### config.mk
export PLATFORM = sky130hd
export DESIGN_NAME = brm_bucket_mem
export DESIGN_NICKNAME = d
export VERILOG_FILES = /design/src/hw/rtl/brm_pkg.sv /design/src/hw/rtl/brm_bucket_mem.sv
export SDC_FILE = /design/constraint.sdc
export NUM_CORES = 2
export LEC_CHECK = 0
export BUFFER_PORTS_ARGS = -buffer_cell sky130_fd_sc_hd__buf_4
export CORE_ASPECT_RATIO = 0.9
export CORE_UTILIZATION = 55
export CTS_CLUSTER_DIAMETER = 50
export DETAILED_ROUTE_END_ITERATION = 10
export GPL_TIMING_DRIVEN = 0
export PLACE_DENSITY = 0.7
export SKIP_LAST_GASP = 1
export SYNTH_ARGS = -nofsm -noshare
export SYNTH_HDL_FRONTEND = slang
export SYNTH_SLANG_ARGS = --single-unit
### constraint.sdc
create_clock -name clk -period 8.4 [get_ports clk]
set_input_delay 0.84 -clock clk [delete_from_list [all_inputs] [get_ports clk]]
set_output_delay 0.84 -clock clk [all_outputs]
set_load 0.05 [all_outputs]
### src/hw/rtl/brm_pkg.sv
`timescale 1ns / 1ps
// Shared widths, register indexes, reset values and types for the rate meter.
package brm_pkg;

  localparam int BYTE_W     = 32;
  localparam int TIME_W     = 32;
  localparam int BUCKET_W   = 40;
  localparam int INST_W     = 43;
  localparam int WIN_W      = 49;
  localparam int TOTAL_W    = 48;
  localparam int SMOOTH_W   = 59;
  localparam int FRAC_W     = 16;
  localparam int WEIGHT_W   = 17;
  localparam int WSEC_W     = 7;
  localparam int CFG_IDX_W  = 2;
  localparam int CFG_DATA_W = 17;
  localparam int BIT_SHIFT  = 3;                  // bytes to bits
  localparam int WIN_SAT_W  = WIN_W - BIT_SHIFT;  // byte sum above this saturates

  localparam logic [CFG_IDX_W-1:0] CFG_WINDOW = 2'd0;
  localparam logic [CFG_IDX_W-1:0] CFG_WEIGHT = 2'd1;

  localparam logic [WSEC_W-1:0]   WINDOW_RESET = 7'd10;
  localparam logic [WEIGHT_W-1:0] WEIGHT_RESET = 17'd6554;
  localparam logic [WEIGHT_W-1:0] Q_ONE        = 17'h10000;

  typedef logic [BUCKET_W-1:0] bucket_t;

  typedef struct packed {
    logic                accepted;
    logic [INST_W-1:0]   inst_rate;
    logic [WIN_W-1:0]    window_rate;
    logic [INST_W-1:0]   smoothed_rate;
    logic [WIN_W-1:0]    peak_rate;
    logic [TOTAL_W-1:0]  byte_total;
  } result_t;

endpackage

### src/hw/rtl/brm_bucket_mem.sv
`timescale 1ns / 1ps
// Per-second byte bucket ring: one write port, one registered read port.
module brm_bucket_mem #(
  parameter int DEPTH  = 64,
  parameter int ADDR_W = $clog2(DEPTH)
) (
  input  logic                 clk,
  input  logic                 we,
  input  logic [ADDR_W-1:0]    waddr,
  input  brm_pkg::bucket_t     wdata,
  input  logic                 re,
  input  logic [ADDR_W-1:0]    raddr,
  output brm_pkg::bucket_t     rdata
);

  brm_pkg::bucket_t mem [DEPTH];

  // read-before-write on a same-address collision
  always_ff @(posedge clk) begin
    if (we) begin
      mem[waddr] <= wdata;
    end
    if (re) begin
      rdata <= mem[raddr];
    end
  end

endmodule

==> impl_metrics.csv <==
group,metric,value,unit
synth,yosysTopAreaCellShare,0.795,
cells_and_area,fillers,11400,
clock_network,cts_max_level,4,
drt,wl,269000,um
floorplan,core,0.177,mm2
global_route,grt_pass1_vias,47700,
clock_network,cts-resized-gates,0,
timing,drv_slew,2,
synth,synth.avg_cell_area,23.4,um2
placed_design,place.port_buffers,86,
floorplan,rows,146,
clock_network,cts_sinks,2600,
power,ir_worst_vdd,0.223,mV
timing,hold_viol_final,0,
synth,synth_cells,4195,
drt,avgViaCountPerCell,6.83,
global_route,grt_pass1_wl,372000,um
synth,synthesis.area,0.0982,mm2
synth,yosysTopAreaCell,"edfxtp_1",
drt,dr.pass1.iters,8,
hold_path,holdPathEnd,"mem[37][8]",
clock_network,ctsHoldBuffers,0,
timing,fmax,231,MHz
placed_design,gp_congestion,0.880,
status,outcome,"finished, violations left",
power,powerDensity,238,mW/mm2
timing,maxSlewHeadroom,-0.0286,
floorplan,die_y,403,um
placed_design,pre_cts_ws,3.46,ns
timing,setup_ws,4.07,ns
drt,wl_per_cell,37.3,um
clock_network,cts_tree,"done",
timing,clock_skew,0.0306,ns
drt,drtIter0Drc,8312,
global_route,grt_overflow,0,
power,p_leak,34.9,nW
floorplan,io_pins,95,
clock_network,ctsRootBufferMaster,"clkbuf_16",
synth,ys.flop_type,"edfxtp_1",
cells_and_area,final_cells,7206,
hold_path,hold_path.startpoint,"wdata[8]",
cells_and_area,drive_gt1_frac,0.287,
placed_design,dp_cells,6752,
critical_path,r2r_setup_slack,5.81,ns
hold_path,hp-class,"in2reg",
critical_path,endpoint_kind,"flip-flop",
global_route,grt.total_usage,0.301,
floorplan,dieWidth,447,um
critical_path,arrival,5.02,ns
timing,hold_slack,0.522,ns
synth,synth_area_leaders,"edfxtp_1, mux4_2, mux2i_1",
critical_path,cp.required,9.09,ns
critical_path,reg2reg_depth,4,
clock_network,cts_buffer_depth,3,
critical_path,r2r_end,"rdata[26]",
cells_and_area,fin_nets,4681,
status,violations,"max-capacitance violations, max-slew violations",
drt,ant_nets,0,
clock_network,cts_buffers,240,
cells_and_area,area_delta_synth_final,14.3,%
synth,yosysWarnings,0,
clock_network,post_cts_buffers,0,
timing,setup_violations,0,
critical_path,crit_path_max_fanout,10,
run,drv_cap,3,
critical_path,start_kind,"primary input",
timing,tightest_slew,1.53,ns
global_route,grt_max_degree,65,
global_route,antenna_found_initial,11,
critical_path,reg2reg_from,"mem[15][26]",
synth,async_reset_ff_frac,0,
hold_path,holdPathStages,1,
synth,synth_cell_types,35,
timing,rsz0062_at_grt,"no",
synth,yosysSeqAreaShare,0.795,
timing,min_period,4.33,ns
clock_network,clkTransAtPathRegs,0.06,ns
synth,ys_ff_latch,2600,
synth,synth_edf_count,2600,
timing,finalCritPeriodShare,0.516,
floorplan,start_util,0.556,
critical_path,worstSetupPathType,"in2reg",
cells_and_area,final_core_util,0.635,
drt,route.vias.total,49200,
drt,drc,0,
clock_network,insertion_delay,0.87,ns
synth,syn_nets,4250,
floorplan,dieArea,0.180,mm2
placed_design,dpl.hpwl,171000,um
==> cells in the mapped netlist, types with 13 or more instances <==
cell and instances:
o21ai_1 14, a21oi_1 68, edfxtp_1 2600, nand2_1 19, nor2_1 97, a22oi_1 18
mux2i_1 113, buf_1 20, o22a_1 26, nand2b_1 13, buf_4 49, nor2b_1 16
buf_2 81, o221ai_1 42, a22o_1 16, nor4_1 34, a221oi_1 34, o22ai_1 143
mux2_2 38, clkbuf_1 80, mux4_2 608
==> state kept, by name, indices dropped and copies added, names as in the netlist <==
register	flops
mem	2560
rdata	40
==> cells by family (layout without fill, tap and decap cells) <==
kind of cell    Yosys count  after routing  synth area share
compound gates          383            383            0.0267
mux                     759            759             0.155
simple gates            215            215            0.0107
buf+inv                 238            874            0.0126
flops                  2600           2600             0.795
other cells               0              7                 0
==> report_power, final <==
group	internal, mW	leakage, nW	switching (mW)
clock network	6.12	3.81	4.74
logic	0.477	7.70	1.02
registers	14.4	23.4	0.0254
total	21.0	34.9	5.78
==> how the worst max path moves through the flow <==
stage	startpoint	cells past startpoint	endpoint
floorplan	waddr[3]	4	mem[48][0]
global placement	waddr[4]	3	mem[49][4]
detailed placement	raddr[3]	9	rdata[26]
CTS	raddr[3]	9	rdata[26]
global route	raddr[3]	9	rdata[26]
finish	raddr[3]	9	rdata[26]
==> stage by stage <==
stage / setup TNS [ns] / total power [mW] / instance area [um2]
global placement: -49.41 / 16.1 / 102000
finish: 0 / 26.8 / 112000
floorplan: 0 / 15.4 / 98200
CTS: 0 / 26.8 / 112000
detailed placement: 0 / 16.2 / 104000
global route: 0 / 27.3 / 112000
==> worst max-delay path: stages <==
cell and delay [ns]:
buf_4 0.13, buf_2 0.39, nor2b_1 0.32, nand2b_1 0.15
clkbuf_1 0.60, clkbuf_1 0.58, o22ai_1 0.37, nor4_1 1.27
o22a_1 0.36
==> final cells by class <==
cell class | instances | area, um2 | area share
Antenna cell | 7 | 17.5 | 0.000156
Buffer | 238 | 1240 | 0.0110
Clock buffer | 294 | 6340 | 0.0564
Clock inverter | 153 | 1460 | 0.0130
Multi-Input combinational cell | 1357 | 19400 | 0.173
Sequential cell | 2600 | 78100 | 0.695
Tap cell | 2368 | 2960 | 0.0264
Timing Repair Buffer | 189 | 2720 | 0.0242
==> cell usage in the layout (no fill, tap or decap), drive strengths merged, types with 16 or more instances in the layout <==
cell type / Yosys / final
a22oi: 18 / 18
buf: 158 / 347
a21oi: 68 / 68
o22a: 26 / 26
clkbuf: 80 / 374
o22ai: 143 / 143
o21ai: 22 / 22
bufinv: 0 / 25
nor2: 97 / 97
mux2i: 113 / 113
nand2: 19 / 19
nor4: 34 / 34
edfxtp: 2600 / 2600
mux4: 608 / 608
nor2b: 16 / 16
o221ai: 42 / 42
a22o: 16 / 16
clkinv: 0 / 110
a221oi: 34 / 34
mux2: 38 / 38
==> metal layers <==
layer | global-route usage | vias to the layer above | share of wire
met4 | 0.105 | 12 | 0.037
li1 | - | 19000 | -
met3 | 0.0798 | 486 | 0.13
met1 | 0.440 | 26100 | 0.37
met5 | 0 | - | 0.00042
met2 | 0.446 | 3629 | 0.46
Power figures use the tool's default switching activity.
