**src/hw/rtl/brm_pkg.sv**
```systemverilog
`timescale 1ns / 1ps
// Shared widths, register indexes, reset values and types for the rate meter.
package brm_pkg;

  localparam int BYTE_W     = 32;
  localparam int TIME_W     = 32;
  localparam int BUCKET_W   = 40;
  localparam int INST_W     = 43;
  localparam int WIN_W      = 49;
  localparam int TOTAL_W    = 48;
  localparam int SMOOTH_W   = 59;
  localparam int FRAC_W     = 16;
  localparam int WEIGHT_W   = 17;
  localparam int WSEC_W     = 7;
  localparam int CFG_IDX_W  = 2;
  localparam int CFG_DATA_W = 17;
  localparam int BIT_SHIFT  = 3;                  // bytes to bits
  localparam int WIN_SAT_W  = WIN_W - BIT_SHIFT;  // byte sum above this saturates

  localparam logic [CFG_IDX_W-1:0] CFG_WINDOW = 2'd0;
  localparam logic [CFG_IDX_W-1:0] CFG_WEIGHT = 2'd1;

  localparam logic [WSEC_W-1:0]   WINDOW_RESET = 7'd10;
  localparam logic [WEIGHT_W-1:0] WEIGHT_RESET = 17'd6554;
  localparam logic [WEIGHT_W-1:0] Q_ONE        = 17'h10000;

  typedef logic [BUCKET_W-1:0] bucket_t;

  typedef struct packed {
    logic                accepted;
    logic [INST_W-1:0]   inst_rate;
    logic [WIN_W-1:0]    window_rate;
    logic [INST_W-1:0]   smoothed_rate;
    logic [WIN_W-1:0]    peak_rate;
    logic [TOTAL_W-1:0]  byte_total;
  } result_t;

endpackage

```
**src/hw/rtl/brm_ewma.sv**
```systemverilog
`timescale 1ns / 1ps
// EWMA update unit: holds the Q43.16 smoothed value, one shared 17x22 multiplier.
module brm_ewma (
  input  logic                             clk,
  input  logic                             rst,
  input  logic                             start,
  input  logic [brm_pkg::WEIGHT_W-1:0]     weight,
  input  logic [brm_pkg::INST_W-1:0]       inst,
  output logic                             done,
  output logic [brm_pkg::SMOOTH_W-1:0]     smooth
);

  localparam int MUL_A_W = brm_pkg::WEIGHT_W;
  localparam int SPLIT   = 22;
  localparam int PROD_W  = MUL_A_W + SPLIT;
  localparam int ACC_W   = brm_pkg::SMOOTH_W + 2;

  localparam logic [2:0] PH_W_LO    = 3'd0;  // w * inst low part
  localparam logic [2:0] PH_W_HI    = 3'd1;  // w * inst high part
  localparam logic [2:0] PH_C_LO    = 3'd2;  // (1-w) * integer part, low
  localparam logic [2:0] PH_C_HI    = 3'd3;  // (1-w) * integer part, high
  localparam logic [2:0] PH_C_FRAC  = 3'd4;  // (1-w) * fraction, truncated

  logic                          busy;
  logic [2:0]                    phase;
  logic [MUL_A_W-1:0]            wt;
  logic [MUL_A_W-1:0]            wc;
  logic [MUL_A_W-1:0]            w_sat;
  logic [MUL_A_W-1:0]            mul_a;
  logic [SPLIT-1:0]              mul_b;
  logic [PROD_W-1:0]             prod;
  logic [2:0]                    prod_ph;
  logic                          prod_v;
  logic [ACC_W-1:0]              acc;
  logic [ACC_W-1:0]              term;
  logic [ACC_W-1:0]              acc_sum;

  assign w_sat = (weight > brm_pkg::Q_ONE) ? brm_pkg::Q_ONE : weight;

  always_comb begin
    case (phase)
      PH_W_LO: begin
        mul_a = wt;
        mul_b = inst[SPLIT-1:0];
      end
      PH_W_HI: begin
        mul_a = wt;
        mul_b = SPLIT'(inst[brm_pkg::INST_W-1:SPLIT]);
      end
      PH_C_LO: begin
        mul_a = wc;
        mul_b = smooth[brm_pkg::FRAC_W+SPLIT-1:brm_pkg::FRAC_W];
      end
      PH_C_HI: begin
        mul_a = wc;
        mul_b = SPLIT'(smooth[brm_pkg::SMOOTH_W-1:brm_pkg::FRAC_W+SPLIT]);
      end
      PH_C_FRAC: begin
        mul_a = wc;
        mul_b = SPLIT'(smooth[brm_pkg::FRAC_W-1:0]);
      end
      default: begin
        mul_a = '0;
        mul_b = '0;
      end
    endcase
  end

  always_comb begin
    case (prod_ph)
      PH_W_LO, PH_C_LO: term = ACC_W'(prod);
      PH_W_HI, PH_C_HI: term = ACC_W'(prod) << SPLIT;
      PH_C_FRAC:        term = ACC_W'(prod >> brm_pkg::FRAC_W);
      default:          term = '0;
    endcase
  end

  assign acc_sum = acc + term;

  always_ff @(posedge clk) begin
    if (rst) begin
      busy    <= 1'b0;
      phase   <= PH_W_LO;
      prod_v  <= 1'b0;
      prod_ph <= PH_W_LO;
      done    <= 1'b0;
      smooth  <= '0;
    end else begin
      done <= 1'b0;
      if (start) begin
        busy   <= 1'b1;
        phase  <= PH_W_LO;
        acc    <= '0;
        wt     <= w_sat;
        wc     <= brm_pkg::Q_ONE - w_sat;
        prod_v <= 1'b0;
      end else if (busy) begin
        prod    <= mul_a * mul_b;
        prod_ph <= phase;
        prod_v  <= 1'b1;
        if (phase == PH_C_FRAC) begin
          busy <= 1'b0;
        end else begin
          phase <= phase + 3'd1;
        end
      end else begin
        prod_v <= 1'b0;
      end
      if (prod_v) begin
        if (prod_ph == PH_C_FRAC) begin
          smooth <= (|acc_sum[ACC_W-1:brm_pkg::SMOOTH_W]) ? '1
                                                           : acc_sum[brm_pkg::SMOOTH_W-1:0];
          done   <= 1'b1;
        end else begin
          acc <= acc_sum;
        end
      end
    end
  end

endmodule

```
**config.mk**
```make
export PLATFORM = sky130hd
export DESIGN_NAME = brm_ewma
export DESIGN_NICKNAME = d
export VERILOG_FILES = /design/src/hw/rtl/brm_pkg.sv /design/src/hw/rtl/brm_ewma.sv
export SDC_FILE = /design/constraint.sdc
export NUM_CORES = 1
export LEC_CHECK = 0
export BUFFER_PORTS_ARGS = -buffer_cell sky130_fd_sc_hd__buf_2
export CORE_UTILIZATION = 50
export CTS_CLUSTER_SIZE = 12
export DETAILED_ROUTE_END_ITERATION = 10
export PLACE_DENSITY_LB_ADDON = 0.3
export SLEW_MARGIN = 20
export SYNTH_ARGS = -nofsm -noshare
export SYNTH_HDL_FRONTEND = slang
export SYNTH_SLANG_ARGS = --single-unit
```
**constraint.sdc**
```tcl
create_clock -name clk -period 12 [get_ports clk]
set_input_delay 1.8 -clock clk [delete_from_list [all_inputs] [get_ports clk]]
set_output_delay 1.8 -clock clk [all_outputs]
set_load 0.03 [all_outputs]
```
==> run_results.csv, run 1 <==
group,metric,value,unit
clock_network,cts_hold_buf,0,
grt,antenna_found_initial,3,
synthesis,synth_nets,3329,
synthesis,ys.flop_type,"edfxtp_1",
synthesis,synth.avg_cell_area,8.761,um^2
sta,setup_tns,0,ns
sta,rsz0062_at_grt,"no",
floorplan,die_x,223.0,um
critical_path,critPathCaptureType,"flop",
floorplan,coreArea,47950,um^2
placement,hpwlAfterDp,61310,um
sta,relSlewSlack,0.2196,
synthesis,synth_xor_area_frac,0.03623,
synthesis,synth_edf_count,133,
sta,worst_pin_slew,1.167,ns
clock_network,htree_levels,1,
synthesis,synth-simple-area-share,0.1612,
placement,place_congestion,0.9641,
sta,setup-violations-final,0,
sta,hold_viol,0,
routing,drc,0,
sta,hold_slack,0.5290,ns
synthesis,synth_seq_cells,201,
status,status,"completed",
synthesis,muxShareOfSynthArea,0.008199,
routing,antenna_left,0,
clock_network,clk_pin_slew,0.06,ns
grt,grt_pass1_vias,20740,
routing,routed_wl,78970,um
critical_path,worstPathMaxFanout,29,
clock_network,cts_setup_buffers,0,
synthesis,async_flop_share,0,
routing,routedWlPerCell,22.88,um
critical_path,cp.required,12.33,ns
min_path,hold_class,"reg -> reg",
critical_path,crit_type,"reg -> reg",
grt,grt_use_total,0.3157,
cells_and_area,drive_gt1_frac,0.07725,
synthesis,yosysTopAreaCellShare,0.2460,
synthesis,netlist_instances,2787,
critical_path,start_kind,"flop",
cells_and_area,final_net_count,3359,
routing,routed_via_density,6.065,
synthesis,ys_seq_area_frac,0.2193,
sta,skew,0.03705,ns
floorplan,io_pins,123,
synthesis,synth_most_common_cell,"inv_1",
sta,timing.fmax,108.3,MHz
routing,num_vias,20940,
job,cap_violations,0,
synthesis,yosysWarningCount,0,
clock_network,clock_latency,0.58,ns
cells_and_area,area_delta_synth_final,7.548,%
clock_network,clock_sinks,201,
cells_and_area,final.fill_count,4410,
critical_path,crit_slowest_cell,"a22o_1",
grt,grt_pass1_wl,119500,um
sta,slew_violations,0,
synthesis,yosys-top-cells-area,"fa_1, edfxtp_1, ha_1",
synthesis,synth_fa_ha_area_frac,0.3377,
synthesis,syn-cell-area,24420,um^2
clock_network,cts_tree,"done",
clock_network,cts-root-buf,"clkbuf_16",
clock_network,cts_resized,0,
critical_path,critical_path_arrival,9.56,ns
clock_network,cts_buffers,24,
synthesis,netlist_top_cells_count,"inv_1, nand2_1, fa_1",
floorplan,rows,80,
grt,grt_max_degree,92,
routing,dr.pass1.iters,6,
synthesis,synth_top_family_by_area,"adder cells",
placement,io_buffers,122,
sta,min_period_over_period,0.7695,
clock_network,cts_buffer_depth,3,
floorplan,initial_core_util,0.5092,
floorplan,dieArea,49720,um^2
synthesis,ys_types,72,
synthesis,synth_compound_area_frac,0.1492,
sta,period_needed,9.234,ns
grt,grt_overflow,0,
synthesis,yosys.area.top_type,"fa_1",
critical_path,cp_slowest_stage_delay,0.96,ns
floorplan,die_height,223.0,um
routing,drtIter0Drc,2142,
## placed cells by master (no fill, tap or decap), types with 8 or more instances in the layout
cell type	synthesis	layout
and2_1	64	64
buf_2	7	125
edfxtp_1	133	133
nand3b_1	61	61
a211oi_1	11	11
nor2b_1	25	21
a21o_1	49	49
nand3_1	21	21
o21ai_0	167	167
and4_1	11	11
xnor2_1	59	59
a22oi_1	62	62
xor2_1	42	42
nand2b_1	15	15
o21bai_1	17	17
a31oi_1	12	12
o21a_1	10	10
and3_1	9	8
dfxtp_1	68	67
clkbuf_16	0	24
nand2_1	365	365
a22o_1	20	20
a21oi_1	170	170
clkbuf_1	139	9
ha_1	179	179
mux2i_1	20	20
nor2_1	190	190
nor3_1	24	23
buf_4	0	30
nand4_1	33	33
inv_1	413	412
fa_1	300	300
## registers in the layout (all words and copies together), names as in the netlist, 3 cells and up
register and flops:
wc 16, phase 3, wt 17, smooth 59, prod_ph 3, prod 39
acc 61
## area by class of cell
| class | instances | area [um^2] | area share |
|---|---|---|---|
| timing repair buffer | 155 | 850.8 | 0.03240 |
| multi-input combinational | 2021 | 16950 | 0.6456 |
| inverter | 414 | 1555 | 0.05923 |
| clock buffer | 38 | 703.2 | 0.02678 |
| sequential | 201 | 5356 | 0.2040 |
| clock inverter | 6 | 66.31 | 0.002525 |
| antenna | 2 | 5.005 | 0.0001906 |
| tap | 615 | 769.5 | 0.02930 |
## final timing paths
kind              start          to  slack [ns]  cells past startpoint
max            phase[0]    prod[38]        2.77                     29
min          prod_ph[1]  prod_ph[1]        0.53                      2
max reg2reg    phase[0]    prod[38]        2.77                     29
min reg2reg  prod_ph[1]  prod_ph[1]        0.53                      2
## cell families after synthesis
kind of cell    Yosys count
simple gates            840
compound gates          581
buf+inv                 565
fa+ha+maj               479
flops                   201
xor+xnor                101
mux                      20
## critical path: cells and delay by family, from the launching register on
family | cells | cell delay [ns]
buf+inv | 7 | 0.72
xor+xnor | 1 | 0.13
flops | 1 | 0.34
fa+ha+maj | 8 | 3.62
simple gates | 3 | 1.15
compound gates | 10 | 2.99
## layer usage
| metal | GRT usage | wire (um) |
|---|---|---|
| met4 | 0.1524 | 4216 |
| met2 | 0.5144 | 36700 |
| met3 | 0.05742 | 7068 |
| met1 | 0.4060 | 30970 |
| met5 | 0 | 12 |
## through the flow
step                      area (um^2)  worst slack [ns]  utilization  instances
after detailed placement        25480             2.852       0.5315       3406
after floorplan                 24420             4.080            -       2787
after global routing            26260             2.406       0.5476       3451
after CTS                       26250             2.827       0.5476       3450
final                           26260             2.766       0.5477       3452
after global placement          25440             2.900       0.5306       3399
Power of run 1 is left out: the tool's default activity adds up to more than one toggle a clock period on the data nets, which glitch-free logic cannot reach.
==> run 2: changes to the inputs <==
==> constraint.sdc (replaced) <==
create_clock -name clk -period 8.6 [get_ports clk]
set_input_delay 1.29 -clock clk [delete_from_list [all_inputs] [get_ports clk]]
set_output_delay 1.29 -clock clk [all_outputs]
set_load 0.03 [all_outputs]
==> run 2 against run 1 <==
Net effect: via count increased by 0.36%; die area unchanged; global-route usage increased by 0.14 points; core utilization increased by 0.64 points; first-iteration DRC count decreased by 1.1%; clock skew decreased by 0.015 ns; routed wire length increased by 0.25%; critical path depth decreased by 1; highest routed layer unchanged.
==> run_results.csv, run 2 (same netlist as run 1, synthesis figures left out) <==
group,metric,value,unit
sta,hold_slack,0.5565,ns
cells_and_area,final.fill_count,4367,
routing,antenna_left,0,
floorplan,die_height,223.0,um
sta,rsz0062_at_grt,"no",
job,cap_violations,0,
clock_network,cts_buffer_depth,3,
clock_network,clock_latency,0.57,ns
floorplan,initial_core_util,0.5092,
placement,io_buffers,122,
sta,setup_tns,0,ns
clock_network,clk_pin_slew,0.06,ns
floorplan,rows,80,
critical_path,timing.rr.start,"phase[0]",
sta,slew_violations,0,
placement,place_congestion,0.9795,
critical_path,crit_type,"reg -> reg",
cells_and_area,area_delta_synth_final,8.814,%
cells_and_area,drive_gt1_frac,0.09161,
cells_and_area,largest_reg_flops,61,
critical_path,critPathCaptureType,"flop",
critical_path,r2r_setup_slack,0.33,ns
cells_and_area,final_net_count,3394,
min_path,hold_end,"busy",
grt,grt_pass1_wl,119900,um
status,status,"completed",
critical_path,worst_r2r_path_depth,28,
min_path,whs_path_depth,2,
sta,worst_pin_slew,1.112,ns
min_path,hold_class,"reg -> reg",
cells_and_area,multi_input_area,16990,um^2
critical_path,start_kind,"flop",
cells_and_area,largestRegisters,"acc (61), smooth (59), prod (39)",
critical_path,cp_common_cell,"fa_1",
routing,dr.pass1.iters,6,
routing,drc,0,
critical_path,cp.required,8.91,ns
clock_network,cts_tree,"done",
routing,num_vias,21010,
clock_network,cts_hold_buf,0,
clock_network,htree_levels,1,
sta,setup-violations-final,0,
critical_path,cp_slowest_stage_delay,0.62,ns
sta,skew,0.02219,ns
routing,routed_wl,79160,um
floorplan,io_pins,123,
floorplan,dieArea,49720,um^2
routing,drtIter0Drc,2118,
critical_path,crit_slowest_cell,"fa_1",
critical_path,critical_path_arrival,8.58,ns
sta,hold_viol,0,
floorplan,die_x,223.0,um
clock_network,cts_setup_buffers,0,
grt,grt_use_total,0.3171,
grt,grt_pass1_vias,20670,
cells_and_area,final_common_cell,"inv_1",
sta,min_period_over_period,0.9620,
clock_network,clock_sinks,201,
clock_network,cts_resized,0,
floorplan,coreArea,47950,um^2
cells_and_area,largest_register,"acc",
min_path,min_from,"busy",
critical_path,r2r-end,"prod[35]",
routing,routedWlPerCell,22.70,um
grt,antenna_found_initial,2,
grt,grt_overflow,0,
clock_network,cts_buffers,25,
clock_network,cts-root-buf,"clkbuf_16",
sta,timing.fmax,120.9,MHz
sta,period_needed,8.273,ns
placement,hpwlAfterDp,63380,um
sta,relSlewSlack,0.2584,
cells_and_area,layout_common_cells,"inv_1, nand2_1, fa_1, nor2_1, ha_1",
cells_and_area,seq_area,5356,um^2
critical_path,worstPathMaxFanout,25,
routing,routed_via_density,6.026,
grt,grt_max_degree,88,
==> run 2: how the worst max path moves through the flow <==
stage	start	end	slack [ns]	cells past startpoint
2_1_floorplan	phase[0]	prod[38]	0.87	33
3_3_place_gp	inst[32]	prod[38]	0.28	25
3_5_place_dp	inst[31]	prod[35]	0.16	25
4_1_cts	phase[0]	prod[38]	0.17	25
5_1_grt	phase[0]	prod[35]	0.002	27
6_report	phase[0]	prod[35]	0.33	28
==> run 2: stage by stage <==
stage / cells / worst slack [ns] / utilization / cell area, um^2
after floorplan: 2787 / 0.8730 / - / 24420
after global placement: 3440 / 0.2765 / 0.5370 / 25750
after detailed placement: 3440 / 0.1562 / 0.5371 / 25750
after CTS: 3486 / 0.1691 / 0.5534 / 26530
after global routing: 3486 / 0.001743 / 0.5541 / 26570
final: 3487 / 0.3266 / 0.5541 / 26570
==> run 2: final cells by class <==
type,count,area share
multi-input cells,2021,0.6394
flip-flops and latches,201,0.2016
inverters,414,0.05854
repair buffers,189,0.04191
well taps,615,0.02896
clock buffers,34,0.02633
clock inverters,12,0.003155
diodes,1,0.00009419
==> run 2: critical path, delay by kind of cell (launching register included) <==
family | cells | cell delay (ns)
fa+ha+maj | 8 | 3.46
compound gates | 7 | 1.94
simple gates | 6 | 1.22
buf+inv | 6 | 0.89
flops | 1 | 0.39
xor+xnor | 1 | 0.13
==> run 2: layer usage <==
metal / vias up / global-route usage / routed length (um)
li1: 9327 / - / -
met1: 10380 / 0.4115 / 30830
met2: 1072 / 0.5121 / 36520
met3: 233 / 0.05742 / 7262
met4: 2 / 0.1535 / 4539
met5: - / 0 / 11
Power of run 2 is left out for the same reason.
